--- config.mk ---
export PLATFORM = sky130hd
export DESIGN_NAME = fnpf_queue
export DESIGN_NICKNAME = d
export VERILOG_FILES = /design/src/hw/rtl/fnpf_pkg.sv /design/src/hw/rtl/fnpf_queue.sv
export SDC_FILE = /design/constraint.sdc
export NUM_CORES = 1
export LEC_CHECK = 0
export ABC_AREA = 1
export ABC_CLOCK_PERIOD_IN_PS = 3200
export BUFFER_PORTS_ARGS = -buffer_cell sky130_fd_sc_hd__clkbuf_2
export CAP_MARGIN = 5
export CORE_ASPECT_RATIO = 2
export CORE_MARGIN = 2
export CORE_UTILIZATION = 35
export CTS_CLUSTER_SIZE = 28
export DETAILED_ROUTE_END_ITERATION = 10
export HOLD_SLACK_MARGIN = 0.05
export MAX_ROUTING_LAYER = met4
export PLACE_DENSITY_LB_ADDON = 0.1
export SYNTH_ARGS = -nofsm -noshare
export SYNTH_HDL_FRONTEND = slang
export SYNTH_SLANG_ARGS = --single-unit
--- constraint.sdc ---
create_clock -name clk -period 3.2 [get_ports clk]
set_input_delay 0 -clock clk [delete_from_list [all_inputs] [get_ports clk]]
set_output_delay 0 -clock clk [all_outputs]
set_load 0.03 [all_outputs]
--- src/hw/rtl/fnpf_pkg.sv ---
// ============================================================================
// fnpf_pkg
// Shared types, register codes and reset values of the nearest point filter.
// ============================================================================
package fnpf_pkg;

  localparam int CFG_INDEX_W       = 8;
  localparam int QUEUE_DEPTH_DEF   = 8;

  typedef logic signed [15:0] coord_t;

  typedef enum logic [CFG_INDEX_W-1:0] {
    REG_ROW_X         = 8'd0,
    REG_ROW_Y         = 8'd1,
    REG_ROW_Z         = 8'd2,
    REG_HALF_WIDTH    = 8'd3,
    REG_MAX_DEPTH     = 8'd4,
    REG_HEIGHT_WINDOW = 8'd5,
    REG_FILTER        = 8'd6,
    REG_DECIMATION    = 8'd7
  } cfg_reg_t;

  localparam logic [63:0] ROW_X_RST         = 64'h4000_0000_0000_0000;
  localparam logic [63:0] ROW_Y_RST         = 64'h0000_4000_0000_0000;
  localparam logic [63:0] ROW_Z_RST         = 64'h0000_0000_4000_0000;
  localparam logic [14:0] HALF_WIDTH_RST    = 15'd350;
  localparam logic [14:0] MAX_DEPTH_RST     = 15'd4000;
  localparam logic [31:0] HEIGHT_WINDOW_RST = 32'd111411205;
  localparam logic [31:0] FILTER_RST        = 32'd6554;
  localparam logic [7:0]  DECIMATION_RST    = 8'd1;

  typedef struct packed {
    logic [63:0] row_x;
    logic [63:0] row_y;
    logic [63:0] row_z;
    logic [14:0] half_width_mm;
    logic [14:0] max_depth_mm;
    logic [31:0] height_window;
    logic [31:0] filter_settings;
    logic [7:0]  decimation;
  } cfg_t;

  // classified point handed from front to back
  typedef struct packed {
    coord_t xt;
    coord_t yt;
    coord_t zt;
    logic   pass;
    logic   last;
  } q_item_t;

endpackage

--- src/hw/rtl/fnpf_queue.sv ---
// ============================================================================
// fnpf_queue
// Short FIFO of classified points between front and back.
// ============================================================================
module fnpf_queue import fnpf_pkg::*; #(
  parameter int QUEUE_DEPTH = QUEUE_DEPTH_DEF,
  localparam int CW = $clog2(QUEUE_DEPTH + 1),
  localparam int PW = $clog2(QUEUE_DEPTH)
) (
  input  logic          clk,
  input  logic          rst,
  input  logic          push,
  input  q_item_t       push_item,
  input  logic          pop,
  output q_item_t       head,
  output logic [CW-1:0] count
);

  q_item_t       mem [QUEUE_DEPTH];
  logic [PW-1:0] wr_ptr, rd_ptr;

  function automatic logic [PW-1:0] bump(input logic [PW-1:0] p);
    return (p == PW'(QUEUE_DEPTH - 1)) ? '0 : p + 1'b1;
  endfunction

  always_ff @(posedge clk) begin
    if (push) begin
      mem[wr_ptr] <= push_item;
    end
  end

  always_ff @(posedge clk) begin
    if (rst) begin
      wr_ptr <= '0;
      rd_ptr <= '0;
      count  <= '0;
    end else begin
      if (push) begin
        wr_ptr <= bump(wr_ptr);
      end
      if (pop) begin
        rd_ptr <= bump(rd_ptr);
      end
      if (push && !pop) begin
        count <= count + 1'b1;
      end else if (pop && !push) begin
        count <= count - 1'b1;
      end
    end
  end

  assign head = mem[rd_ptr];

  a_no_overflow: assert property (@(posedge clk) disable iff (rst)
    push |-> (count < CW'(QUEUE_DEPTH)))
    else $error("queue written while full");

  a_no_underflow: assert property (@(posedge clk) disable iff (rst)
    pop |-> (count != '0))
    else $error("queue read while empty");

endmodule

; Yosys cells after proc, flatten, opt, wreduce, memory -nomap -nowiden
; Memory sizes are Yosys's and may differ from the RTL's. A register that Yosys moved wholly into a read port is not among the register bits.
; Index checks and enable logic that the tools add are counted.
[classes]
n_eq_ne = 2
muxes = 8
reduce_logical = 5
n_addsub = 4
[op_table]
columns = operator, count
row1 = $mux 3, 4
row2 = $mux 4, 2
row3 = $add 3x1->3 const B, 2
row4 = $eq 3x3->1 const B, 2
row5 = $add 4x1->4 const B, 1
row6 = $sub 4x1->4 const B, 1
row7 = $logic_and 1x1->1, 2
row8 = $logic_not 1->1, 2
row9 = $mux 1, 2
row10 = $reduce_bool 2->1, 1
[totals]
memories = 1
word_cells = 23
mem_bits_rw = 400
reg_bits = 10
[mem_list]
columns = memory, depth, word_bits, read_ports, rd_clocked_by_memory_dff, wr, line
row1 = mem, 8, 50, 1, 1, 1, fnpf_queue.sv:19  ; q_item_t mem [QUEUE_DEPTH];

; Logic depth before layout (Yosys ltp)
; Gate-level depths: netlist of run 1.
[depth]
depth_word = 4
ltp_mapped = 11
depth_no_buf = 11

; Worst setup path after synthesis of run 1
; Ideal clock, no wire load.
[synth_timing]
path_kind = register to register
from = register wr_ptr[0]
to = memory mem[0][0] in the netlist's numbering (enable)
arrival_time_ns = 2.744
path_stages_with_launch = 3
n_path_buf = 0
slack_ns = -0.002
setup_time_ns = 0.458
cell_sequence = dfxtp_1 -> or2_2 -> nor2_1
[synth_rtl]
columns = element, line
row1 = start: declaration, fnpf_queue.sv:20  ; logic [PW-1:0] wr_ptr, rd_ptr;
row2 = start signal: assignment, fnpf_queue.sv:39  ; wr_ptr <= bump(wr_ptr);
row3 = end: declaration, fnpf_queue.sv:19
; Straight into the memory's write port.

==> results.md, run 1 <==
* Combinational power share at 0.106
* CP Launch Type: flop
* Worst IR Drop VDD at 0.000500 V
* Final Hold Viols at 0
* Ports at 108
* Leading post-synthesis cells by cell area: edfxtp_1 72%, nor2_1 9.3%, nand2_1 6.1%
* Vias per cell at 4.73
* Setup Buffers After CTS at 0
* Max-slew violations at 0
* Synth area leader: edfxtp_1
* Later-pin clock latency in the skew report at 0.54 ns
* Most numerous cell in the Yosys netlist: nor2_1
* Sequential share of power at 0.498
* Hold path start: push_item[37]
* Setup violations, final at 0
* Global route total overflow at 0
* Unique masters post-synth at 23
* CTS tree: built
* DR iter-0 viols at 530
* Routed length per instance at 18.2 µm
* Num CTS Buffers at 38
* CP arrival at 2.51 ns
* Crit Path Max Fanout at 200
* Cell count after placement at 2104
* Cell mode on critical path: nand2_1
* Post-DP HPWL at 21800 µm
* Kind of end point of the critical path: primary output
* Synth Instances at 1414
* Post-Route Skew at 0.0189 ns
* Switching Share at 0.240
* Routability cong. at 0.714
* CTS H-Tree Depth at 2
* Crit path kind: flop to primary output
* Tot Pwr at 12.3 mW
* Synth Warn # at 0
* Reg2reg setup slack at 1.29 ns
* Number of synthesized flops with an enable pin at 400
* Synth top area share at 0.721
* Clock transition at the registers of the reported paths at 0.07 ns
* WHS at 0.288 ns
* Internal power at 9.35 mW
* Unrepaired setup endpoints after global routing: false
* Crit share post-route at 0.785
* I/O Buffers at 107
* DP Area at 17800 µm²
* Die width at 158 µm
* Avg Inst Size Synth at 11.8 µm²
* Required time of the worst setup path at 3.20 ns
* Final cell area excluding filler cells at 19700 µm²
* Static leakage at 7.23 nW
* DRT antenna net count at 0
* First-pass GRT wire length at 62000 µm
* Vias at 10500
* Synthesized cell area at 16600 µm²
* Yosys reg bits at 413
* Critical path's largest stage delay at 0.68 ns
* Synth Flop Type: edfxtp_1
* Max Freq at 398 MHz
* Non-filler cells, final at 2228
* Area of the core at 47200 µm²
* Period minus WS final at 2.51 ns
* Layout cells sized above 1 at 0.131
* GRT met1 Usage at 0.209
* Worst hold path class: input port to flop
* Hold path endpoint: mem[6][37]$_DFFE_PP_
* Max-cap violations at 0
* # clock sinks at 413
* Reg2reg start: wr_ptr[0]$_SDFFE_PP0P_
* Asr flop ratio synth at 0
* Detailed Route WL at 40600 µm
* Max-slew headroom at 0.335
* Layout area overhead at 18.1%
* Grt met3 use at 0.0243
* Die height at 312 µm
* Site Rows at 113
* R2R Path End: mem[7][49]$_DFFE_PP_
* Clock root buffer: clkbuf_16
* Status: completed
* Max clock buf depth at 3
* Pwr/cell area at 625 nW/µm²
* Slowest stage cell, crit path: buf_12
* Initial antenna violation count at 1
* Total track usage at 0.171
* Worst path cell trace: buf_12 -> nor2_1 -> nor2_1 -> o21ai_0 -> nand2_1 -> nand2_1 -> nand2_1 -> clkbuf_2
* NetSw at 2.94 mW
* Synth top cells by count: 413 x nor2_1, 400 x edfxtp_1, 269 x nand2_1
* Initial Util at 0.353
* Clock share of power at 0.395
* Vias in the first global route at 10400
* Fin Setup TNS at 0 ns
* Mapped Nets at 1476
* R2R cell count at 3
* Nets at 1628
* DR pass1 iterations at 7
* Largest net degree at the start of global routing at 201
* Hold Crit Depth at 2
* DRC viols at 0
* Met2 Resource Use GR at 0.298
* Grt peak-use layer: met2
* DIE AREA at 49400 µm²
* Worst Tran Pin Value at 0.997 ns
* Seq/Total Area, Yosys at 0.737
## what timing repair did
action	4_1_cts	5_1_grt
hold endpoints to repair	413	0
resized for setup	0	0
hold buffers	54	0
## power groups by stage
stage	registers, mW	logic [mW]	clock network (mW)
after floorplan	6.26	0.849	0
after global placement	6.24	1.27	0
after detailed placement	6.24	1.29	0
after CTS	6.12	1.35	5.00
after global routing	6.13	1.47	5.20
final	6.12	1.31	4.86
## metal layers
layer / part of all wire / wire length, µm
met5: 0 / 0
met4: 0.020 / 819
met3: 0.041 / 1680
met2: 0.51 / 20900
met1: 0.43 / 17300
## kinds of logic after synthesis
| kind of cell | count (synthesis) | share of synthesized area |
|---|---|---|
| and+or+nand+nor | 689 | 0.156 |
| xor gates and xnor gates | 2 | 0.00105 |
| buffers and inverters | 92 | 0.0358 |
| adders and majority gates | 8 | 0.00646 |
| DFF | 413 | 0.737 |
| AOI/OAI and AO/OA | 210 | 0.0634 |
## final cells by class
cell class | count | area (µm²)
Tap cell | 632 | 791
Clock inverter | 25 | 337
Inverter | 15 | 63.8
Clock buffer | 44 | 995
Antenna cell | 1 | 2.50
Sequential cell | 413 | 12300
Multi-Input combinational cell | 909 | 3840
Timing Repair Buffer | 189 | 1350
Fill cell | 4534 | 27600
## placed cells by master, fill, tap and decap left out, types with 2 or more instances in the layout
master and n:
clkbuf_16 39, dfxtp_4 2, nand2_1 269, clkbuf_1 5
or2_2 2, bufinv_16 8, o21ai_1 79, edfxtp_1 400
nand3_1 4, xor2_1 2, nor2_4 8, clkinvlp_4 2
inv_1 12, buf_4 23, a21oi_1 7, nor2_1 405
clkbuf_2 107, inv_6 2, buf_12 5, clkinv_2 6
clkinv_1 6, dfxtp_1 10, ha_1 7, o21ai_0 122
a211oi_1 2, dlygate4sd3_1 54
## worst max-delay path, delay by kind of cell, from the launching register on
family / cells / cell delay (ns)
buf+inv: 2 / 0.90
simple gates: 5 / 0.50
flops: 1 / 0.38
compound gates: 1 / 0.09
## registers in the layout (all words and copies together) (netlist names), named ones only
name and cells:
mem 400, rd_ptr 3, wr_ptr 3, count 4
## worst max path at each step
stage	startpoint	to	slack, ns	cells after the start
3_3_place_gp	flop	head[16]	1.20	8
6_report	flop	head[4]	0.69	8
3_5_place_dp	flop	head[38]	1.22	8
5_1_grt	flop	head[45]	0.48	8
2_1_floorplan	wr_ptr[0]$_SDFFE_PP0P_	mem[0][0]$_DFFE_PP_	-0.002	2
4_1_cts	flop	head[15]	0.65	8
## per-stage QoR
stage	utilization	setup slack (ns)
6_report	0.416	0.687
3_5_place_dp	0.377	1.22
3_3_place_gp	0.377	1.20
5_1_grt	0.416	0.480
2_1_floorplan	-	-0.00186
4_1_cts	0.416	0.648
Note: power is estimated with default switching activity, not from simulation.
==> run 2, diff against run 1 <==
--- a/config.mk
+++ b/config.mk
@@ -6,7 +6,7 @@
 export NUM_CORES = 1
 export LEC_CHECK = 0
 export ABC_AREA = 1
-export ABC_CLOCK_PERIOD_IN_PS = 3200
+export ABC_CLOCK_PERIOD_IN_PS = 2240
 export BUFFER_PORTS_ARGS = -buffer_cell sky130_fd_sc_hd__clkbuf_2
 export CAP_MARGIN = 5
 export CORE_ASPECT_RATIO = 2
==> constraint.sdc (replaced) <==
create_clock -name clk -period 2.24 [get_ports clk]
set_input_delay 0 -clock clk [delete_from_list [all_inputs] [get_ports clk]]
set_output_delay 0 -clock clk [all_outputs]
set_load 0.03 [all_outputs]
==> run 2 against run 1 <==
Against the previous run: die area unchanged; power up 38%; largest power group unchanged; via count down 0.11%; sequential share of layout area shrank 0.44 points; sequential cell count unchanged; highest routed layer unchanged; clock-buffer cell count is 5 higher; utilization up 0.30 points; global-route usage grew 0.19 points; first-iteration DRC count increased by 31%; non-clock buffer count increased by 6.
==> results.md, run 2 (synthesis results as in run 1) <==
* Status: completed
* Crit share post-route at 0.951
* Ports at 108 (unchanged)
* Required time of the worst setup path at 2.24 ns (-0.96 ns)
* Site Rows at 113 (unchanged)
* Commonest non-fill, non-tap cells in the layout: 405 x nor2_1, 400 x edfxtp_1, 269 x nand2_1, 122 x o21ai_0, 107 x clkbuf_2
* Max-cap violations at 0 (unchanged)
* Cell count after placement at 2104 (unchanged)
* Combinational power share at 0.115 (+0.009)
* Max clock buf depth at 3 (unchanged)
* Kind of end point of the critical path: primary output
* Worst hold path class: input port to flop
* Period minus WS final at 2.13 ns
* I/O Buffers at 107 (unchanged)
* DR pass1 iterations at 5 (-2)
* Hold Crit Depth at 2 (unchanged)
* Die width at 158 µm (unchanged)
* Layout area overhead at 18.9%
* Clock root buffer: clkbuf_16
* Worst Tran Pin Value at 0.626 ns (-0.371 ns)
* Largest net degree at the start of global routing at 101 (-50%)
* Detailed Route WL at 41100 µm (+1.2%)
* Total track usage at 0.173 (+0.00191)
* Vias per cell at 4.71 (-0.52%)
* DRT antenna net count at 0 (unchanged)
* Max reg flops at 400 (unchanged)
* R2R cell count at 5 (+2)
* Internal power at 12.7 mW (+36%)
* CP arrival at 2.13 ns (-0.38 ns)
* Max-slew headroom at 0.583 (+0.248)
* Regs by FF count: mem: 400 flops, count: 4 flops
* DIE AREA at 49400 µm² (unchanged)
* CTS tree: built
* # clock sinks at 413 (unchanged)
* Routed length per instance at 18.4 µm (+0.83%)
* Die height at 312 µm (unchanged)
* Final Hold Viols at 0 (unchanged)
* Sequential share of power at 0.516 (+0.018)
* Initial antenna violation count at 1 (unchanged)
* Routability cong. at 0.727 (+1.9%)
* Unrepaired setup endpoints after global routing: false
* Clock share of power at 0.369 (-0.026)
* Fin Setup TNS at 0 ns (unchanged)
* Static leakage at 7.27 nW (+0.49%)
* Post-Route Skew at 0.0110 ns (-0.00783 ns)
* Non-filler cells, final at 2237 (+0.40%)
* Max Freq at 469 MHz
* Later-pin clock latency in the skew report at 0.54 ns (about the same)
* Max-slew violations at 0 (unchanged)
* Nets at 1636 (+0.49%)
* Global route total overflow at 0 (unchanged)
* Vias in the first global route at 10700 (+2.1%)
* Layout cells sized above 1 at 0.129 (-0.00198)
* Pwr/cell area at 857 nW/µm² (+37%)
* NetSw at 4.22 mW (+43%)
* Reg2reg start: rd_ptr[0]$_SDFFE_PP0P_
* First-pass GRT wire length at 62900 µm (+1.5%)
* CTS H-Tree Depth at 2 (unchanged)
* Clock transition at the registers of the reported paths at 0.06 ns (about the same)
* Post-DP HPWL at 21200 µm (-2.8%)
* Biggest register: mem
* Tot Pwr at 17.0 mW (+38%)
* CP Launch Type: flop
* Hold path start: push_item[8]
* Num CTS Buffers at 40 (+5.3%)
* Commonest non-fill, non-tap cell in the layout: nor2_1
* Initial Util at 0.353 (unchanged)
* Vias at 10500 (-0.11%)
* DR iter-0 viols at 696 (+31%)
* Worst IR Drop VDD at 0.000493 V (-1.4%)
* Switching Share at 0.249 (+0.00903)
* DRC viols at 0 (unchanged)
* Fill count at 4502 (-0.71%)
* Area of the core at 47200 µm² (unchanged)
* Crit path kind: flop to primary output
* Setup violations, final at 0 (unchanged)
* Crit Path Max Fanout at 100 (-50%)
[run 2: per-layer routing]
metal	up-vias	GRT usage	part of all wire
met4	0	0.0455	0.019
met2	208	0.292	0.50
met3	50	0.0226	0.036
met5	-	-	0
met1	5120	0.218	0.45
li1	5156	-	-
[run 2: through the flow]
stage	cell area, µm²	utilization	hold WS [ns]	setup WS (ns)
after CTS	19700	0.418	0.255	0.00327
after detailed placement	18000	0.381	0.290	0.578
after global routing	19800	0.419	0.301	0.00581
after floorplan	16700	-	0.0989	-0.794
after global placement	18000	0.381	0.271	0.570
final	19800	0.419	0.293	0.110
[run 2: layout make-up]
class / instances / area (µm²) / share of cell area
timing repair buffer: 195 / 1630 / 0.0825
tap: 632 / 791 / 0.0399
clock buffer: 49 / 1060 / 0.0533
clock inverter: 23 / 129 / 0.00651
multi-input combinational: 909 / 3840 / 0.194
antenna: 1 / 2.50 / 0.000126
sequential: 413 / 12300 / 0.620
inverter: 15 / 66.3 / 0.00335
[run 2: repair_timing]
item                                    4_1_cts  5_1_grt
hold buffers                                 55        0
hold endpoints to repair                    413        0
buffers inserted                              0        4
gates resized for setup                       2        2
endpoints found under the setup margin        4       41
gates cloned                                  0        1
[run 2: worst paths after layout]
| check | endpoint | slack, ns |
|---|---|---|
| worst max-delay path | head[15] | 0.11 |
| worst min-delay path | mem[7][8]$_DFFE_PP_ | 0.29 |
| worst max register to register | flop | 0.59 |
| worst min register to register | flop | 0.50 |
[run 2: power groups by stage]
stage	logic [mW]	clock network, mW	registers, mW
CTS	1.97	6.48	8.76
floorplan	1.22	0	8.93
finish	1.95	6.26	8.75
global placement	1.86	0	8.92
detailed placement	1.88	0	8.92
global route	2.19	6.73	8.76
[run 2: worst max-delay path, cell delays in order, from the launching register on]
cell      delay [ns]
dfxtp_4         0.38
buf_12          0.43
nor2_1          0.11
o21ai_1         0.09
nand2_1         0.06
nand2_1         0.06
nand2_1         0.12
clkbuf_2        0.21
