## config.mk

```make
export PLATFORM = sky130hd
export DESIGN_NAME = fnpf_back_flat
export DESIGN_NICKNAME = d
export VERILOG_FILES = /design/src/hw/rtl/fnpf_pkg.sv /design/src/hw/rtl/fnpf_result_if.sv /design/src/hw/rtl/fnpf_back.sv /design/src/flat_wrapper.sv
export SDC_FILE = /design/constraint.sdc
export NUM_CORES = 2
export LEC_CHECK = 0
export BUFFER_PORTS_ARGS = -buffer_cell sky130_fd_sc_hd__buf_4
export CORE_ASPECT_RATIO = 0.7
export CORE_MARGIN = 3
export CORE_UTILIZATION = 40
export DETAILED_ROUTE_END_ITERATION = 16
export GPL_TIMING_DRIVEN = 0
export SLEW_MARGIN = 20
export SYNTH_ARGS = -nofsm -noshare
export SYNTH_HDL_FRONTEND = slang
export SYNTH_SLANG_ARGS = --single-unit
```

## constraint.sdc

```tcl
create_clock -name clk -period 9.18 [get_ports clk]
set_input_delay 0.918 -clock clk [delete_from_list [all_inputs] [get_ports clk]]
set_output_delay 0.918 -clock clk [all_outputs]
set_load 0.02 [all_outputs]
```

## src/hw/rtl/fnpf_pkg.sv

```systemverilog
// ============================================================================
// fnpf_pkg
// Shared types, register codes and reset values of the nearest point filter.
// ============================================================================
package fnpf_pkg;

  localparam int CFG_INDEX_W       = 8;
  localparam int QUEUE_DEPTH_DEF   = 8;

  typedef logic signed [15:0] coord_t;

  typedef enum logic [CFG_INDEX_W-1:0] {
    REG_ROW_X         = 8'd0,
    REG_ROW_Y         = 8'd1,
    REG_ROW_Z         = 8'd2,
    REG_HALF_WIDTH    = 8'd3,
    REG_MAX_DEPTH     = 8'd4,
    REG_HEIGHT_WINDOW = 8'd5,
    REG_FILTER        = 8'd6,
    REG_DECIMATION    = 8'd7
  } cfg_reg_t;

  localparam logic [63:0] ROW_X_RST         = 64'h4000_0000_0000_0000;
  localparam logic [63:0] ROW_Y_RST         = 64'h0000_4000_0000_0000;
  localparam logic [63:0] ROW_Z_RST         = 64'h0000_0000_4000_0000;
  localparam logic [14:0] HALF_WIDTH_RST    = 15'd350;
  localparam logic [14:0] MAX_DEPTH_RST     = 15'd4000;
  localparam logic [31:0] HEIGHT_WINDOW_RST = 32'd111411205;
  localparam logic [31:0] FILTER_RST        = 32'd6554;
  localparam logic [7:0]  DECIMATION_RST    = 8'd1;

  typedef struct packed {
    logic [63:0] row_x;
    logic [63:0] row_y;
    logic [63:0] row_z;
    logic [14:0] half_width_mm;
    logic [14:0] max_depth_mm;
    logic [31:0] height_window;
    logic [31:0] filter_settings;
    logic [7:0]  decimation;
  } cfg_t;

  // classified point handed from front to back
  typedef struct packed {
    coord_t xt;
    coord_t yt;
    coord_t zt;
    logic   pass;
    logic   last;
  } q_item_t;

endpackage

```

## src/hw/rtl/fnpf_result_if.sv

```systemverilog
// ============================================================================
// fnpf_result_if
// Result channel: nearest point and filtered distance, one word per cloud.
// ============================================================================
interface fnpf_result_if import fnpf_pkg::*; ();
  logic   valid;
  logic   ready;
  coord_t filtered_distance;
  coord_t nearest_x;
  coord_t nearest_y;
  coord_t nearest_z;
  logic   point_found;

  modport source (output valid, filtered_distance, nearest_x, nearest_y, nearest_z,
                  point_found, input ready);
  modport sink   (input valid, filtered_distance, nearest_x, nearest_y, nearest_z,
                  point_found, output ready);
endinterface

```

## src/hw/rtl/fnpf_back.sv

```systemverilog
// ============================================================================
// fnpf_back
// Nearest point tracking, low-pass filter and result register.
// ============================================================================
module fnpf_back import fnpf_pkg::*; (
  input  logic         clk,
  input  logic         rst,
  input  cfg_t         cfg,
  input  logic         avail,
  input  q_item_t      head,
  output logic         pop,
  fnpf_result_if.source result
);

  coord_t             min_x, min_y, min_z;
  logic               found;
  logic               take_new, pop_last;
  coord_t             nx, ny, nz, max_depth;
  logic               fnd;
  logic [15:0]        gain;
  logic signed [15:0] bias;
  logic signed [17:0] gain_inv;
  logic signed [23:0] prev;

  logic               f1_v, f1_found, f1_adv;
  logic signed [40:0] prod_a;
  logic signed [33:0] prod_b;
  coord_t             f1_x, f1_y, f1_z;

  logic signed [42:0] facc;
  logic signed [27:0] fv;
  logic signed [23:0] vsat;
  logic signed [24:0] vr;
  logic signed [16:0] mmr;
  coord_t             mm;

  logic               out_v;
  coord_t             out_d, out_x, out_y, out_z;
  logic               out_found;

  assign gain      = cfg.filter_settings[15:0];
  assign bias      = $signed(cfg.filter_settings[31:16]);
  assign gain_inv  = 18'sd65536 - $signed({2'b00, gain});
  assign max_depth = $signed({1'b0, cfg.max_depth_mm});

  // a new cloud end waits for the previous filter value
  assign pop      = avail && (!head.last || !f1_v);
  assign pop_last = pop && head.last;
  assign take_new = head.pass && (!found || head.xt < min_x);
  assign f1_adv   = f1_v && (!out_v || result.ready);

  always_comb begin
    if (take_new) begin
      nx  = head.xt;
      ny  = head.yt;
      nz  = head.zt;
      fnd = 1'b1;
    end else if (found) begin
      nx  = min_x;
      ny  = min_y;
      nz  = min_z;
      fnd = 1'b1;
    end else begin
      nx  = max_depth;
      ny  = '0;
      nz  = '0;
      fnd = 1'b0;
    end
  end

  always_ff @(posedge clk) begin
    if (rst) begin
      found <= 1'b0;
    end else if (pop_last) begin
      found <= 1'b0;
    end else if (pop && take_new) begin
      found <= 1'b1;
    end
  end

  always_ff @(posedge clk) begin
    if (pop && take_new && !head.last) begin
      min_x <= head.xt;
      min_y <= head.yt;
      min_z <= head.zt;
    end
  end

  always_ff @(posedge clk) begin
    if (rst) begin
      f1_v <= 1'b0;
    end else if (pop_last) begin
      f1_v <= 1'b1;
    end else if (f1_adv) begin
      f1_v <= 1'b0;
    end
  end

  always_ff @(posedge clk) begin
    if (pop_last) begin
      prod_a   <= $signed({1'b0, gain}) * prev;
      prod_b   <= gain_inv * nx;
      f1_x     <= nx;
      f1_y     <= ny;
      f1_z     <= nz;
      f1_found <= fnd;
    end
  end

  always_comb begin
    facc = 43'(prod_a) + (43'(prod_b) <<< 8) + 43'sd32768;
    fv   = 28'($signed(facc[42:16])) - (28'(bias) <<< 8);
    if (fv > 28'sd8388607) begin
      vsat = 24'sh7fffff;
    end else if (fv < -28'sd8388608) begin
      vsat = 24'sh800000;
    end else begin
      vsat = fv[23:0];
    end
    vr  = 25'(vsat) + 25'sd128;
    mmr = vr[24:8];
    if (mmr > 17'sd32767) begin
      mm = 16'sh7fff;
    end else begin
      mm = mmr[15:0];
    end
  end

  always_ff @(posedge clk) begin
    if (rst) begin
      prev <= '0;
    end else if (f1_adv) begin
      prev <= vsat;
    end
  end

  always_ff @(posedge clk) begin
    if (rst) begin
      out_v <= 1'b0;
    end else if (f1_adv) begin
      out_v <= 1'b1;
    end else if (result.ready) begin
      out_v <= 1'b0;
    end
  end

  always_ff @(posedge clk) begin
    if (f1_adv) begin
      out_d     <= mm;
      out_x     <= f1_x;
      out_y     <= f1_y;
      out_z     <= f1_z;
      out_found <= f1_found;
    end
  end

  assign result.valid             = out_v;
  assign result.filtered_distance = out_d;
  assign result.nearest_x         = out_x;
  assign result.nearest_y         = out_y;
  assign result.nearest_z         = out_z;
  assign result.point_found       = out_found;

  a_last_starts_filter: assert property (@(posedge clk) disable iff (rst)
    pop_last |=> (f1_v && !found))
    else $error("cloud end did not start filter or clear tracking");

  a_filter_holds: assert property (@(posedge clk) disable iff (rst)
    (f1_v && !f1_adv) |=> (f1_v && $stable(prod_a) && $stable(prod_b)))
    else $error("stalled filter stage lost its operands");

  a_prev_only_on_adv: assert property (@(posedge clk) disable iff (rst)
    !f1_adv |=> $stable(prev))
    else $error("filter state changed without a result");

endmodule

```

## src/flat_wrapper.sv

```systemverilog
// flat-port wrapper written by rule: the top's interface ports become plain ports
module fnpf_back_flat import fnpf_pkg::*;
  (clk, rst, cfg, avail, head, pop, result_valid, result_filtered_distance, result_nearest_x, result_nearest_y, result_nearest_z, result_point_found, result_ready);
  fnpf_result_if result_i ();
  input  logic clk;
  input  logic rst;
  input  cfg_t cfg;
  input  logic avail;
  input  q_item_t head;
  output logic pop;
  output wire logic [$bits(result_i.valid)-1:0] result_valid;
  output wire logic [$bits(result_i.filtered_distance)-1:0] result_filtered_distance;
  output wire logic [$bits(result_i.nearest_x)-1:0] result_nearest_x;
  output wire logic [$bits(result_i.nearest_y)-1:0] result_nearest_y;
  output wire logic [$bits(result_i.nearest_z)-1:0] result_nearest_z;
  output wire logic [$bits(result_i.point_found)-1:0] result_point_found;
  input wire logic [$bits(result_i.ready)-1:0] result_ready;
  assign result_valid = result_i.valid;
  assign result_filtered_distance = result_i.filtered_distance;
  assign result_nearest_x = result_i.nearest_x;
  assign result_nearest_y = result_i.nearest_y;
  assign result_nearest_z = result_i.nearest_z;
  assign result_point_found = result_i.point_found;
  assign result_i.ready = result_ready;
  fnpf_back u_core (.clk(clk), .rst(rst), .cfg(cfg), .avail(avail), .head(head), .pop(pop), .result(result_i));
endmodule
```

### Word level (Yosys, flattened, before mapping)

Index checks and enable logic that the tools add are counted.

* mux-type cells: 13
* order comparisons: 4
* reduce and logical (&&, ||, !) cells: 16
* add/subtract/negate cells: 5
* multipliers: 2

Operators with widths (number)
* $mux 16: 6
* $mux 24: 2
* $add 41x42->43: 1
* $add 43x17->43 const B: 1
* $mul 17x24->41: 1
* $mul 18x16->34: 1
* $gt 28x24->1 const B: 1
* $lt 28x24->1 const B: 1
* $sub 27x24->28: 1
* $add 24x9->25 const B: 1
* $sub 17x16->18 const A: 1
* $gt 17x16->1 const B: 1
* $lt 16x16->1: 1
* $logic_and 1x1->1: 6
* $mux 1: 5
* $logic_not 1->1: 4
* $reduce_bool 2->1: 2
* $logic_or 1x1->1: 3
* $reduce_or 2->1: 1

* register bits: 264
* input bits: 348
* output and inout port bits: 67
* word-level logic and storage cells: 58

### Logic depth before layout (Yosys ltp)

* word-level depth: 8
* depth in mapped cells: 37
* depth with buffers taken out: 34

### Least setup slack after synthesis

No wires, ideal clock.

* kind: input to register
* start: input head[35] (netlist bit)
* end: register u_core.prod_b[33] (data pin)
* path buffers: 2
* arrival: 8.717 ns
* setup time: 0.260 ns
* cell stages on the path: 35
* slack: 0.203 ns
* data required time: 8.920 ns
* path through: ha_1 > a21o_1 > a21o_1 > a21o_1 > a21o_1 > a21o_1 > a211o_1 > a21oi_1 > o21ai_1 > a21o_1 > clkbuf_1 > clkbuf_1 > a211o_1 > fa_1 > inv_1 > fa_1 > inv_1 > fa_1 > inv_1 > fa_1 > inv_1 > fa_1 > inv_1 > fa_1 > ha_1 > a21o_1 > a21o_1 > a41oi_1 > a21oi_1 > a21o_1 > o21ai_0 > o211a_1 > o21bai_1 > a21oi_1 > xnor2_1

* cells in the longest elaborated chain, start to end: 5

Ends and longest elaborated chain
* start: declaration: line flat_wrapper.sv:9 `input q_item_t head;`
* $lt 16x16->1: line fnpf_back.sv:49 `assign take_new = head.pass && (!found || head.xt < min_x);`
* $logic_or 1x1->1: line fnpf_back.sv:49
* $logic_and 1x1->1: line fnpf_back.sv:49
* $mux 16 (*): line fnpf_back.sv:53 `if (take_new) begin`
* $mul 18x16->34 (*): line fnpf_back.sv:102 `prod_b <= gain_inv * nx;`
* end signal: assignment: line fnpf_back.sv:102
* end: declaration: line fnpf_back.sv:27 `logic signed [33:0] prod_b;`

Mark *: on every way between the ends. The rest lies on a longest branch, timed or not.
A chain may end at the register's enable or synchronous reset.

### Final worst setup path

* start: input cfg[17] (netlist bit)
* end: register u_core.prod_a[40] (data pin)

* cells in the longest elaborated chain, start to end: 1

Ends and longest elaborated chain
* start: declaration: line flat_wrapper.sv:7 `input cfg_t cfg;`
* $mul 17x24->41: line fnpf_back.sv:101 `prod_a <= $signed({1'b0, gain}) * prev;`
* end signal: assignment: line fnpf_back.sv:101
* end: declaration: line fnpf_back.sv:26 `logic signed [40:0] prod_a;`

No other way between the ends.

==> impl_metrics.tcl <==
set metrics [dict create \
    cts-root-buf "clkbuf_16" \
    worstPathArrival_ns 9.18 \
    relSlewSlack_pct 15.6 \
    yosys_warnings 0 \
    dr.pass1.iters 6 \
    hold_viol_final 0 \
    cts_tree "done" \
    cts_buffers 28 \
    fmax_ghz 0.113 \
    required_ns 9.50 \
    grt_pass1_vias 27600 \
    utilization_pct 45.2 \
    worst_pin_slew_ns 1.26 \
    insertion_delay_ns 0.59 \
    worst-path-buf-inv 8 \
    io_pins 415 \
    syn_inst 3628 \
    syn-num-nets 4884 \
    ys_ff_latch 256 \
    crit_path_start_kind "primary input" \
    clk_pin_slew_ns 0.07 \
    syn-cell-area_mm2 0.0366 \
    yosysTopAreaCellShare_pct 32.0 \
    num_rows 92 \
    grt_use_total_pct 23.8 \
    nets 5095 \
    ctsHoldBuffers 0 \
    status "completed" \
    yosysSeqAreaShare_pct 20.3 \
    post_drt_via_cell_ratio 5.39 \
    period_share_pct 96.6 \
    grt_pass1_wl_um 172000 \
    wl_per_cell_um 21.9 \
    synth_flop_cell "edfxtp_1" \
    cp_max_fo 10 \
    syn_to_final_growth_pct 11.8 \
    r2r-start "u_core.min_x[1]" \
    maxSlewViolCount 0 \
    cp_slowest_stage_delay_ns 0.83 \
    path_class "in2reg" \
    synthTopCellsByArea "fa_1 (32%), edfxtp_1 (19%), ha_1 (11%)" \
    endpoint_kind "flop" \
    antenna_found_initial 7 \
    avgSynthCellArea_um2 10.1 \
    critPathTopFamily "adder cells" \
    async_flop_share_pct 0 \
    period_needed_ns 8.86 \
    drive_gt1_share_pct 10.1 \
    cts_sinks 256 \
    cp-startpoint "cfg[17]" \
    hold_path.class "reg2reg" \
    htree_levels 1 \
    antenna_left 0 \
    die_h_um 259 \
    die_area_mm2 0.0951 \
    clock_tree.buffer_depth 3 \
    wl_um 112000 \
    yosysUniqueCellTypes 81 \
    gp_congestion 0.971 \
    core_mm2 0.0904 \
    portBuffers 155 \
    grt_max_degree 51 \
    min_from "u_core.f1_x[14]" \
    first_iter_violations 2600 \
    dieWidth_um 367 \
    n_fill_cell 8687 \
    rsz0062_at_grt "no" \
    synth_edf_count 229 \
    setup_viol 0 \
    crit_slowest_cell "clkbuf_1" \
    skew_ns 0.0201 \
    yosysTopAreaCell "fa_1" \
    drc 0 \
    max_cap_violations 0 \
    vias 27400 \
    dp_hpwl_um 91900 \
    start_util_pct 40.5 \
    critPathMostFrequentCell "fa_1" \
    grt_remaining_overflow 0 \
    hold_slack_ns 0.419 \
]
-- repair_timing --
action / in CTS / in global routing
buffers inserted: 1 / 14
gates cloned: 0 / 0
pin swaps: 4 / 9
resized for setup: 19 / 50
setup endpoints to repair: 15 / 20
-- placed cells by master (no fill, tap or decap), types with 11 or more instances in the layout --
| cell type | Yosys | layout |
|---|---|---|
| o211ai_1 | 111 | 111 |
| fa_1 | 584 | 584 |
| nor2b_1 | 17 | 17 |
| edfxtp_1 | 229 | 229 |
| a21oi_1 | 102 | 96 |
| inv_1 | 729 | 729 |
| a211o_1 | 98 | 97 |
| xnor2_2 | 0 | 12 |
| buf_6 | 3 | 11 |
| buf_1 | 24 | 21 |
| o211a_1 | 34 | 34 |
| clkbuf_1 | 114 | 104 |
| xor2_1 | 47 | 36 |
| nor3_1 | 51 | 50 |
| nand2b_1 | 16 | 16 |
| buf_4 | 2 | 177 |
| nand3_1 | 16 | 16 |
| xnor2_1 | 92 | 80 |
| o21ai_0 | 80 | 75 |
| clkbuf_2 | 1 | 13 |
| a21o_1 | 41 | 39 |
| and2_1 | 160 | 159 |
| buf_2 | 45 | 40 |
| a31oi_1 | 20 | 20 |
| ha_1 | 324 | 323 |
| nand2_1 | 285 | 285 |
| nor2_1 | 118 | 118 |
| a211oi_1 | 77 | 73 |
| dfxtp_1 | 27 | 27 |
| o21a_1 | 30 | 30 |
| clkbuf_16 | 0 | 29 |
-- flip-flops by register name, indices dropped and copies added (netlist names) --
signal / cells
u_core.f1_found: 1
u_core.f1_v: 1
u_core.f1_x: 16
u_core.f1_y: 16
u_core.f1_z: 16
u_core.found: 1
u_core.min_x: 16
u_core.min_y: 16
u_core.min_z: 16
u_core.prev: 24
u_core.prod_a: 33
u_core.prod_b: 34
u_core.result.filtered_distance: 16
u_core.result.nearest_x: 16
u_core.result.nearest_y: 16
u_core.result.nearest_z: 16
u_core.result.point_found: 1
u_core.result.valid: 1
-- worst register-to-register path, delay by kind of cell, from the launching register on --
kind | cells | cell delay [ns]
AO/OA/AOI/OAI | 18 | 3.56
XOR/XNOR | 1 | 0.10
adder cells (fa/ha/maj) | 8 | 3.71
flip-flops | 1 | 0.38
buffers and inverters | 8 | 0.77
-- path summary, 6_finish.rpt --
| kind | slack [ns] | depth (start not counted) | endpoint |
|---|---|---|---|
| min reg2reg | 0.42 | 0 | u_core.result.nearest_x[14] |
| max reg2reg | 0.42 | 35 | u_core.prod_b[33] |
| min | 0.42 | 0 | u_core.result.nearest_x[14] |
| max | 0.32 | 27 | u_core.prod_a[40] |
-- routing by layer --
layer  global-route usage, %  vias up  share of wire, %
li1                        -    12300                 -
met1                    37.1    13700                48
met2                    31.5     1260                38
met3                    7.81      158                12
met4                    4.64        4               2.3
met5                       0        -             0.023
-- Yosys cell counts, drive strengths merged, types with 51 or more instances --
library cell  count
inv             729
a211oi           87
edfxtp          229
clkbuf          115
nand2           285
a211o            98
and2            160
o211ai          111
nor3             51
o21ai            88
a21oi           104
buf              74
fa              584
xnor2            92
nor2            119
ha              324
-- layout make-up --
| cell class | count | area (µm²) | share of cell area (%) |
|---|---|---|---|
| Clock inverter | 17 | 136 | 0.334 |
| Inverter | 731 | 2750 | 6.72 |
| Tap cell | 1222 | 1530 | 3.74 |
| Clock buffer | 35 | 748 | 1.83 |
| Buffer | 185 | 830 | 2.03 |
| Antenna cell | 3 | 7.51 | 0.0184 |
| Timing Repair Buffer | 185 | 1470 | 3.60 |
| Sequential cell | 256 | 7420 | 18.1 |
| Multi-Input combinational cell | 2452 | 26000 | 63.6 |
-- through the flow --
stage | TNS (ns) | area (µm²) | setup WS, ns | cells
global placement | -63.89 | 39200 | -1.65 | 5005
finish | 0 | 40900 | 0.316 | 5086
CTS | 0 | 40600 | 0.0511 | 5073
floorplan | 0 | 36600 | 0.203 | 3628
global route | 0 | 40900 | 0.0216 | 5083
detailed placement | -19.29 | 39600 | -1.64 | 5020
-- kinds of logic (layout without fill, tap and decap cells) --
logic type / Yosys count / after routing / synth area share (%)
simple gates: 712 / 712 / 9.41
xor+xnor: 139 / 139 / 3.33
other cells: 0 / 3 / 0
fa+ha+maj: 908 / 908 / 43.1
mux: 22 / 22 / 0.664
buf+inv: 920 / 1153 / 9.69
flops: 256 / 256 / 20.3
compound gates: 671 / 671 / 13.5
Power is left out: the tool's default activity adds up to more than one toggle a clock period on the data nets, which glitch-free logic cannot reach.
